--- config.mk ---
export PLATFORM = sky130hd
export DESIGN_NAME = double_hash_keyed_table
export DESIGN_NICKNAME = d
export VERILOG_FILES = /design/src/hw/rtl/dhkt_pkg.sv /design/src/hw/rtl/double_hash_keyed_table.sv /design/src/hw/rtl/dhkt_hash.sv
export SDC_FILE = /design/constraint.sdc
export NUM_CORES = 2
export LEC_CHECK = 0
export BUFFER_PORTS_ARGS = -buffer_cell sky130_fd_sc_hd__buf_2
export CORE_MARGIN = 2
export CORE_UTILIZATION = 45
export DETAILED_ROUTE_END_ITERATION = 10
export GPL_TIMING_DRIVEN = 0
export SYNTH_ARGS = -nofsm -noshare
export SYNTH_HDL_FRONTEND = slang
export SYNTH_SLANG_ARGS = --single-unit
--- constraint.sdc ---
create_clock -name clk_i -period 7.8 [get_ports clk_i]
set_clock_uncertainty 0.2 [all_clocks]
set_input_delay 0 -clock clk_i [delete_from_list [all_inputs] [get_ports clk_i]]
set_output_delay 0 -clock clk_i [all_outputs]
set_load 0.005 [all_outputs]
--- src/hw/rtl/dhkt_pkg.sv ---
// Shared types and constants of the double-hash keyed table.
package dhkt_pkg;

  localparam int unsigned KeyW     = 31;
  localparam int unsigned ValW     = 32;
  localparam int unsigned CountW   = 7;
  localparam int unsigned KeyCntW  = $clog2(KeyW);
  localparam int unsigned StepBias = 8;

  localparam logic ModeInsert = 1'b0;
  localparam logic ModeFind   = 1'b1;

  typedef enum logic [2:0] {
    ST_INSERTED  = 3'd0,
    ST_UPDATED   = 3'd1,
    ST_FOUND     = 3'd2,
    ST_NOT_FOUND = 3'd3,
    ST_FULL      = 3'd4
  } status_e;

  typedef enum logic [2:0] {
    S_CLEAR,
    S_IDLE,
    S_HASH,
    S_PROBE,
    S_DONE
  } state_e;

endpackage

--- src/hw/rtl/double_hash_keyed_table.sv ---
// Keyed record table with open addressing and double hashing.
// Flow: hash unit, then 1 to TABLE_SLOTS slot probes, then the result and output registers.
// Items: one at a time, with one slot-memory read per probe; a stalled result holds
//   the next item back.
// Reset: asynchronous, clears control and the record count, then sweeps every slot of
//   the valid memory before the first transfer is taken.
module double_hash_keyed_table #(
  parameter int unsigned TABLE_SLOTS = 64
) (
  input  logic                             clk_i,
  input  logic                             rst_ni,
  input  logic                             in_valid_i,
  output logic                             in_stall_o,
  input  logic                             mode_i,
  input  logic [dhkt_pkg::KeyW-1:0]        record_key_i,
  input  logic signed [dhkt_pkg::ValW-1:0] record_value_i,
  output logic                             out_valid_o,
  input  logic                             out_stall_i,
  output logic                             hit_o,
  output logic signed [dhkt_pkg::ValW-1:0] value_out_o,
  output dhkt_pkg::status_e                status_o,
  output logic [dhkt_pkg::CountW-1:0]      stored_count_o
);
  import dhkt_pkg::*;

  localparam int unsigned SW  = $clog2(TABLE_SLOTS);
  localparam int unsigned IW  = $clog2(TABLE_SLOTS + 1);
  localparam int unsigned KVW = KeyW + ValW;
  localparam logic [IW-1:0] ProbeMax  = IW'(TABLE_SLOTS);
  localparam logic [IW-1:0] ProbeLast = IW'(TABLE_SLOTS - 1);
  localparam logic [SW:0]   NVal      = (SW+1)'(TABLE_SLOTS);
  localparam logic [SW-1:0] SlotLast  = SW'(TABLE_SLOTS - 1);

  state_e state_q, state_d;

  // Latched item
  logic            mode_q;
  logic [KeyW-1:0] key_q;
  logic [ValW-1:0] val_q;

  // Hash unit
  logic          hash_start, hash_done;
  logic [SW-1:0] hash_home, hash_step;

  // Probe walk
  logic [SW-1:0] pos_q, step_q, rd_pos_q, clr_q;
  logic [IW-1:0] iss_q, evl_q;
  logic          pend_q;
  logic [SW:0]   pos_sum;
  logic [SW-1:0] pos_nx;

  // Slot memories: valid bits (swept at reset) and key/value words (never cleared)
  logic            valid_mem [TABLE_SLOTS];
  logic [KVW-1:0]  kv_mem    [TABLE_SLOTS];
  logic            vrd_q;
  logic [KVW-1:0]  kvrd_q;
  logic            rd_en, v_we, v_wd, kv_we;
  logic [SW-1:0]   v_wa;

  // Evaluation of the slot just read
  logic slot_empty, slot_match, probe_last, probe_stop;

  // Result, record count, output register
  logic [IW-1:0]   count_q;
  logic            res_hit_q;
  logic [ValW-1:0] res_val_q;
  status_e         res_status_q;
  logic            out_valid_q, out_free;
  logic [IW+CountW-1:0] count_ext;

  dhkt_hash #(
    .TABLE_SLOTS(TABLE_SLOTS)
  ) u_hash (
    .clk_i  (clk_i),
    .rst_ni (rst_ni),
    .start_i(hash_start),
    .key_i  (record_key_i),
    .done_o (hash_done),
    .home_o (hash_home),
    .step_o (hash_step)
  );

  // Next probe slot: step is below the slot count, so one subtract wraps it.
  always_comb begin
    pos_sum = {1'b0, pos_q} + {1'b0, step_q};
    pos_nx  = (pos_sum >= NVal) ? SW'(pos_sum - NVal) : pos_sum[SW-1:0];
  end

  always_comb begin
    slot_empty = !vrd_q;
    slot_match = vrd_q && (kvrd_q[KVW-1:ValW] == key_q);
    probe_last = (evl_q == ProbeLast);
    probe_stop = pend_q && (slot_empty || slot_match || probe_last);
  end

  assign out_free = !out_valid_q || !out_stall_i;

  // Next state
  always_comb begin
    state_d = state_q;
    case (state_q)
      S_CLEAR: if (clr_q == SlotLast) state_d = S_IDLE;
      S_IDLE:  if (in_valid_i) state_d = S_HASH;
      S_HASH:  if (hash_done) state_d = S_PROBE;
      S_PROBE: if (probe_stop) state_d = S_DONE;
      S_DONE:  if (out_free) state_d = S_IDLE;
      default: state_d = S_IDLE;
    endcase
  end

  // Control outputs
  always_comb begin
    in_stall_o = (state_q != S_IDLE);
    hash_start = (state_q == S_IDLE) && in_valid_i;
    rd_en      = (state_q == S_PROBE) && (iss_q != ProbeMax);
    v_we       = 1'b0;
    v_wa       = rd_pos_q;
    v_wd       = 1'b1;
    kv_we      = 1'b0;
    case (state_q)
      S_CLEAR: begin
        v_we = 1'b1;
        v_wa = clr_q;
        v_wd = 1'b0;
      end
      S_PROBE: begin
        kv_we = probe_stop && (mode_q == ModeInsert) && (slot_empty || slot_match);
        v_we  = probe_stop && (mode_q == ModeInsert) && slot_empty;
      end
      default: ;
    endcase
  end

  always_ff @(posedge clk_i or negedge rst_ni) begin
    if (!rst_ni) begin
      state_q <= S_CLEAR;
    end else begin
      state_q <= state_d;
    end
  end

  always_ff @(posedge clk_i) begin
    if (v_we) valid_mem[v_wa] <= v_wd;
    if (rd_en) vrd_q <= valid_mem[pos_q];
  end

  always_ff @(posedge clk_i) begin
    if (kv_we) kv_mem[rd_pos_q] <= {key_q, val_q};
    if (rd_en) kvrd_q <= kv_mem[pos_q];
  end

  // Control registers: sweep index, probe counters, record count, output valid
  always_ff @(posedge clk_i or negedge rst_ni) begin
    if (!rst_ni) begin
      clr_q       <= '0;
      iss_q       <= '0;
      evl_q       <= '0;
      pend_q      <= 1'b0;
      count_q     <= '0;
      out_valid_q <= 1'b0;
    end else begin
      if (state_q == S_CLEAR) clr_q <= clr_q + 1'b1;
      if (state_q == S_HASH) begin
        iss_q  <= '0;
        evl_q  <= '0;
        pend_q <= 1'b0;
      end else if (state_q == S_PROBE) begin
        pend_q <= rd_en && !probe_stop;
        if (rd_en) iss_q <= iss_q + 1'b1;
        if (pend_q) evl_q <= evl_q + 1'b1;
      end
      if (v_we && v_wd) count_q <= count_q + 1'b1;
      if (state_q == S_DONE && out_free) begin
        out_valid_q <= 1'b1;
      end else if (!out_stall_i) begin
        out_valid_q <= 1'b0;
      end
    end
  end

  // Payload registers: item, walk position, result, output fields
  always_ff @(posedge clk_i) begin
    if (hash_start) begin
      mode_q <= mode_i;
      key_q  <= record_key_i;
      val_q  <= record_value_i;
    end
    if (state_q == S_HASH && hash_done) begin
      pos_q  <= hash_home;
      step_q <= hash_step;
    end else if (rd_en) begin
      pos_q <= pos_nx;
    end
    if (rd_en) rd_pos_q <= pos_q;
    if (probe_stop && state_q == S_PROBE) begin
      res_hit_q <= slot_match;
      if (mode_q == ModeInsert) begin
        res_val_q <= '0;
        if (slot_empty)      res_status_q <= ST_INSERTED;
        else if (slot_match) res_status_q <= ST_UPDATED;
        else                 res_status_q <= ST_FULL;
      end else begin
        if (slot_match) begin
          res_status_q <= ST_FOUND;
          res_val_q    <= kvrd_q[ValW-1:0];
        end else begin
          res_status_q <= ST_NOT_FOUND;
          res_val_q    <= '0;
        end
      end
    end
    if (state_q == S_DONE && out_free) begin
      hit_o          <= res_hit_q;
      value_out_o    <= res_val_q;
      status_o       <= res_status_q;
      stored_count_o <= count_ext[CountW-1:0];
    end
  end

  assign count_ext   = {{CountW{1'b0}}, count_q};
  assign out_valid_o = out_valid_q;

  // Checks
  a_count_bound: assert property (@(posedge clk_i) disable iff (!rst_ni)
    count_q <= ProbeMax)
    else $error("record count above slot count");

  a_eval_behind_issue: assert property (@(posedge clk_i) disable iff (!rst_ni)
    state_q == S_PROBE |-> evl_q <= iss_q)
    else $error("probe evaluated before it was read");

  a_write_in_probe: assert property (@(posedge clk_i) disable iff (!rst_ni)
    kv_we |-> state_q == S_PROBE && pend_q)
    else $error("slot write outside a probe decision");

  a_hit_status: assert property (@(posedge clk_i) disable iff (!rst_ni)
    out_valid_o && hit_o |-> status_o == ST_UPDATED || status_o == ST_FOUND)
    else $error("hit with a miss status");

endmodule

--- src/hw/rtl/dhkt_hash.sv ---
// Home slot and probe step of a key, by reciprocal multiplication; quotients, then remainders, are registered.
module dhkt_hash #(
  parameter int unsigned TABLE_SLOTS = 64
) (
  input  logic                                  clk_i,
  input  logic                                  rst_ni,
  input  logic                                  start_i,
  input  logic [dhkt_pkg::KeyW-1:0]             key_i,
  output logic                                  done_o,
  output logic [$clog2(TABLE_SLOTS)-1:0]        home_o,
  output logic [$clog2(TABLE_SLOTS)-1:0]        step_o
);
  import dhkt_pkg::*;

  localparam int unsigned SW    = $clog2(TABLE_SLOTS);
  localparam int unsigned Half  = TABLE_SLOTS / 2;
  localparam int unsigned HW    = $clog2(Half);
  localparam int unsigned Bias  = StepBias % Half;
  localparam int unsigned MW    = KeyW + 1;
  localparam int unsigned PW    = KeyW + MW;
  localparam logic [SW:0] HVal  = (SW+1)'(Half);
  localparam logic [SW:0] BVal  = (SW+1)'(Bias);
  localparam logic [SW:0] One   = (SW+1)'(1);
  // Rounded-up reciprocals: (key * R) >> (KeyW + clog2(d)) equals key / d for every key.
  localparam logic [MW-1:0] NRecip =
      MW'(((64'd1 << (KeyW + SW)) + 64'(TABLE_SLOTS) - 64'd1) / 64'(TABLE_SLOTS));
  localparam logic [MW-1:0] HRecip =
      MW'(((64'd1 << (KeyW + HW)) + 64'(Half) - 64'd1) / 64'(Half));

  logic            s1_q, s2_q, done_q;
  logic [KeyW-1:0] key_q;
  logic [KeyW-1:0] qn_q, qh_q;
  logic [SW-1:0]   rn_q, rh_q;
  logic [PW-1:0]   prod_n, prod_h;
  logic [KeyW-1:0] rem_n, rem_h;
  logic [SW:0]     diff, step_w;

  // Quotients by the slot count and by half of it.
  always_comb begin
    prod_n = PW'(key_q) * PW'(NRecip);
    prod_h = PW'(key_q) * PW'(HRecip);
  end

  // Remainders: key minus quotient times divisor.
  always_comb begin
    rem_n = key_q - qn_q * KeyW'(TABLE_SLOTS);
    rem_h = key_q - qh_q * KeyW'(Half);
  end

  always_ff @(posedge clk_i or negedge rst_ni) begin
    if (!rst_ni) begin
      s1_q   <= 1'b0;
      s2_q   <= 1'b0;
      done_q <= 1'b0;
    end else begin
      s1_q   <= start_i;
      s2_q   <= s1_q;
      done_q <= s2_q;
    end
  end

  always_ff @(posedge clk_i) begin
    if (start_i) key_q <= key_i;
    if (s1_q) begin
      qn_q <= KeyW'(prod_n >> (KeyW + SW));
      qh_q <= KeyW'(prod_h >> (KeyW + HW));
    end
    if (s2_q) begin
      rn_q <= rem_n[SW-1:0];
      rh_q <= rem_h[SW-1:0];
    end
  end

  // Floored (key - 8) mod half, from key mod half; zero becomes one.
  always_comb begin
    diff   = ({1'b0, rh_q} >= BVal) ? {1'b0, rh_q} - BVal : {1'b0, rh_q} + HVal - BVal;
    step_w = (diff == '0) ? One : diff;
  end

  assign done_o = done_q;
  assign home_o = rn_q;
  assign step_o = step_w[SW-1:0];

endmodule
* After elaboration in Yosys (flattened, before gate mapping)
Memory sizes are Yosys's and may differ from the RTL's. A register that Yosys moved wholly into a read port is not among the register bits.
Cells that the tools add are included.
** Word-level totals
- Register bits after elaboration :: 209
- Memory bits (writable) :: 4096
- Bits of input ports :: 68
- Output and inout port bits :: 45
- Logic and storage cells :: 118
- Memories kept :: 2
** Memory list
- kv_mem :: words 64, bits a word 63, read ports 1, clocked after Yosys merged registers in 1, write ports 1, line double_hash_keyed_table.sv:54 : logic [KVW-1:0] kv_mem [TABLE_SLOTS];
- valid_mem :: words 64, bits a word 1, read ports 1, clocked after Yosys merged registers in 1, write ports 1, line double_hash_keyed_table.sv:53 : logic valid_mem [TABLE_SLOTS];
** Operators by class
- Add/sub/neg operators :: 11
- $lt $le $gt $ge :: 2
- Eq/ne operators :: 15
- Muxes and demuxes :: 32
- Bitwise logic cells :: 1
- Reduce and logical (&&, ||, !) cells :: 29
** Operator list (number)
- two-way mux 7 bit :: 7
- equality test 31 bit :: 1
- two-way mux 3 bit :: 8
- two-way mux 6 bit :: 4
- adder 7 x 1 -> 7 bit (second input constant) :: 3
- case mux 3 bit (5 select lines) :: 1
- logical AND 1 bit :: 12
- subtractor 6 x 1 -> 6 bit (second input constant) :: 2
- two-way mux 1 bit :: 11
- inequality test 2 bit (second input constant) :: 4
- nonzero test 2 bit :: 4
- adder 6 x 6 -> 7 bit :: 1
- adder 6 x 6 -> 7 bit (second input constant) :: 1
- equality test 7 x 6 -> 1 bit (second input constant) :: 1
- >= comparator 7 bit (second input constant) :: 1
- zero test 7 bit :: 1
- inequality test 7 bit (second input constant) :: 1
- subtractor 6 x 4 -> 7 bit (second input constant) :: 1
- subtractor 7 x 4 -> 7 bit (second input constant) :: 1
- adder 6 x 1 -> 6 bit (second input constant) :: 1
- equality test 3 x 2 -> 1 bit (second input constant) :: 2
- equality test 6 bit (second input constant) :: 1
- >= comparator 6 x 4 -> 1 bit (second input constant) :: 1
- AND reduction 2 bit :: 3
- other kinds (11) :: 17

* Logic depth before layout (Yosys ltp)
- Word-level depth :: 10
- Depth in mapped cells :: 10
- Depth with buffers taken out :: 8

* Cells and area by module
Synthesis repeated with hierarchy kept, for this count alone.
** Unflattened totals
- Cells, all modules :: 7050
- Area total of the unflattened synthesis :: 165485.0 µm²
** By module, submodules not included
- double_hash_keyed_table :: times used 1, cells an instance 7006, area an instance 164796.8 µm², sequential area each 130555.2 µm²
- dhkt_hash :: times used 1, cells an instance 44, area an instance 688.2 µm², sequential area each 495.5 µm²

* Least setup slack after synthesis
No wires, ideal clock.
- Kind :: register to register
- Start :: register state_q[0]
- End :: register u_hash.s1_q
- Library setup time :: 0.608 ns
- Data arrival time :: 5.440 ns
- Required time :: 6.992 ns
- Path slack :: 1.551 ns
- Cell stages (with the launch flop) :: 3
- Period minus slack after synthesis :: 6.249 ns
- Path through :: dfrtp_1 clkbuf_1 nor3b_1
** On the way
- Longest elaborated chain between the ends :: 2
** Ends and longest elaborated chain
- from (decl) :: line double_hash_keyed_table.sv:34 : state_e state_q, state_d;
- from (signal assigned) :: line double_hash_keyed_table.sv:138 : state_q <= state_d;
- equality test 3 x 1 -> 1 bit :: line double_hash_keyed_table.sv:114 : hash_start = (state_q == S_IDLE) && in_valid_i;
- logical AND 1 bit :: line double_hash_keyed_table.sv:114
- via hash_start :: line double_hash_keyed_table.sv:42 : logic hash_start, hash_done;
- to (signal assigned) :: line dhkt_hash.sv:56 : s1_q <= start_i;
- to (decl) :: line dhkt_hash.sv:30 : logic s1_q, s2_q, done_q;
The timed path passes the listed nets, and every way through them passes these cells.
A chain may end at the register's enable or synchronous reset.

==> flow_metrics.env <==
export IMPL_antenna_left=0
export IMPL_grt_use_total_pct=24.46
export IMPL_area_growth_synth_to_final_pct=17.96
export IMPL_clock_sinks=4364
export IMPL_fillerInstances=27310
export IMPL_drt_iter0_drc=11640
export IMPL_slew_headroom_pct=-0.2679
export IMPL_die_h_um=610.2
export IMPL_place_gp_congestion=0.8124
export IMPL_critPathArrivalTime_ns=7.51
export IMPL_fin_crit_sh_pct=90.49
export IMPL_die_w_um=610.2
export IMPL_drt_wl_total_mm=457.9
export IMPL_grt_pass1_wl_mm=633.3
export IMPL_fmax_mhz=141.7
export IMPL_cp_max_fo=33
export IMPL_worstSkewPairLatency_ns=0.97
export IMPL_vdd_drop_max_v=0.0002562
export IMPL_fin_nets=8131
export IMPL_final_cells=13250
export IMPL_drv_slew=10
export IMPL_p_leak_nw=62.48
export IMPL_critical_path_endpoint_type="register"
export IMPL_status="complete, but fails checks"
export IMPL_mostFrequentLayoutCell="edfxtp_1"
export IMPL_vias=80860
export IMPL_viasPerCell=6.104
export IMPL_syn_nets=7130
export IMPL_violations="max-capacitance violations, max-slew violations"
export IMPL_io_buffers=112
export IMPL_hold_violations=0
export IMPL_power_density_nw_per_um2=345.9
export IMPL_cts_tree="yes"
export IMPL_drc=0
export IMPL_yosysUniqueCellTypes=49
export IMPL_syn_avg_cell_area_um2=23.46
export IMPL_clock_path_buffers=4
export IMPL_syn_area_um2=165400
export IMPL_yosysWarnings=0
export IMPL_core_um2=365800
export IMPL_antenna_found_initial=35
export IMPL_final_core_util_pct=53.32
export IMPL_num_rows=222
export IMPL_grt_start_max_net_pins=41
export IMPL_fin_total_pwr_w=0.06747
export IMPL_ios=113
export IMPL_critPathKind="register to register"
export IMPL_min_path_type="primary input to register"
export IMPL_layout_common_cells="edfxtp_1 (4,329), mux4_2 (1,024), mux2i_1 (515)"
export IMPL_rsz0062_at_grt="no"
export IMPL_tns_ns=0
export IMPL_grt_pass1_vias=80660
export IMPL_start_util_pct=45.20
export IMPL_wl_per_cell_um=34.56
export IMPL_ys_ff_latch=4364
export IMPL_root_buffer="clkbuf_16"
export IMPL_cts_made_buffers=427
export IMPL_place_hpwl_mm=319.5
export IMPL_drive_gt1_share_pct=27.59
export IMPL_dp_cells=12300
export IMPL_die_area_um2=372300
export IMPL_holdWs_ns=0.08593
export IMPL_maxCapViolations=1
export IMPL_overflow=0
export IMPL_setup_violations_final=0
export IMPL_htreeDepth=5
export IMPL_synth_cells=7049
export IMPL_firstDrtPassIters=5
export IMPL_required_ns=8.25
export IMPL_clkTransAtPathRegs_ns=0.06
export IMPL_seq_area_frac_synth_pct=79.14
export IMPL_start_kind="register"
export IMPL_tightest_slew_ns=1.504
export IMPL_post_route_min_period_ns=7.058
## timing repair
item                                   in CTS  in global routing
setup buffers                               0                  0
hold buffers                              136                  0
resized for setup                           0                  0
endpoints found under the hold margin     190                  0
## stage by stage
step / setup slack (ns) / cell area, um2
floorplan: 1.551 / 165400
global placement: -6.407 / 172000
detailed placement: 0.8577 / 179800
CTS: 0.8667 / 195000
global route: 0.4097 / 195000
finish: 0.7418 / 195100
## cells by family after synthesis
logic type | after synthesis | synth area share, %
AOI/OAI and AO/OA | 299 | 1.127
xor gates and xnor gates | 59 | 0.3125
adders and majority gates | 13 | 0.1029
buffers and inverters | 384 | 1.025
DFF | 4364 | 79.14
muxes | 1542 | 17.08
and+or+nand+nor | 388 | 1.208
## layer usage
layer  vias to the layer above  part of all wire [%]  GRT usage (%)
met5                         -                0.0090              0
met4                         6                   3.8          8.469
met3                       758                   9.6          4.680
met2                      4272                    46          37.44
met1                     43630                    41          35.44
li1                      32190                     -              -
## worst paths after layout
check | startpoint | end | slack [ns] | depth (start not counted)
min in group asynchronous | rst_ni | state_q[2] | 0.43 | 5
worst max-delay path | u_hash.key_q[23] | kv_mem[56][33] | 0.74 | 10
worst min-delay path | record_value_i[0] | val_q[0] | 0.09 | 3
worst max register to register | u_hash.key_q[23] | kv_mem[56][33] | 0.74 | 10
max in group asynchronous | rst_ni | u_hash.s1_q | 6.75 | 5
worst min register to register | u_hash.s1_q | u_hash.s2_q | 0.19 | 0
## registers in the layout (all words and copies together) (netlist names), 31 cells and up
| name | cells |
|---|---|
| res_val_q | 32 |
| u_hash.key_q | 31 |
| kv_mem | 4032 |
| value_out_o | 32 |
| valid_mem | 64 |
| kvrd_q | 63 |
| val_q | 32 |
## layout make-up
cell class / instances / area, um2 / area share (%)
Sequential cell: 4364 / 130900 / 67.09
Multi-Input combinational cell: 2301 / 33330 / 17.09
Clock buffer: 508 / 11250 / 5.769
Timing Repair Buffer: 572 / 9253 / 4.743
Tap cell: 4816 / 6026 / 3.089
Clock inverter: 275 / 2537 / 1.301
Buffer: 368 / 1669 / 0.8556
Antenna cell: 27 / 67.56 / 0.03464
Inverter: 16 / 60.06 / 0.03079
## synthesized netlist by cell type, drive strengths merged
cell     count  share of area (%)
a21o         2             0.0091
a21oi       11              0.033
a22o         2              0.011
a31oi        2             0.0076
a32oi        1             0.0053
and2        34               0.13
and3         4              0.015
buf        171               0.54
clkbuf     197               0.45
dfrtp       35               0.53
edfxtp    4329                 79
fa           1              0.012
ha          12              0.091
inv         16              0.036
mux2         3              0.020
mux2i      515                3.1
mux4      1024                 14
nand2       63               0.14
nand2b       4              0.015
nand3       13              0.039
nand3b       7              0.032
nand4       10              0.038
nand4b       2              0.020
nand4bb      2              0.014
nor2       155               0.35
nor2b        2             0.0076
nor3         5              0.018
nor3b        3              0.014
nor4         8              0.030
o21a         1             0.0045
o21ai       16              0.051
o22ai      257               0.97
o2bb2ai      1             0.0053
o31ai        4              0.018
o32ai        1             0.0053
o41ai        1             0.0053
or2          3              0.011
or3          4              0.015
or3b         1             0.0053
or4         67               0.30
or4b         1             0.0061
xnor2       13              0.069
xor2        46               0.24
## worst max-delay path, cell delays in order, from the launching register on
cell and delay (ns):
edfxtp_1 1.04, buf_16 0.26, xor2_1 0.29, nor4_1 0.67
nand4_1 0.81, o21ai_2 0.72, nand4b_1 0.71, clkbuf_1 0.69
nor2_4 0.76, buf_16 0.25, buf_12 0.22
## report_power, final
part,switching [W],internal [W],total [W]
Combinational,0.0113,0.00786,0.0191
Sequential,0.000557,0.0273,0.0278
Clock,0.00880,0.0117,0.0205
Note: power is estimated with default switching activity, not from simulation.
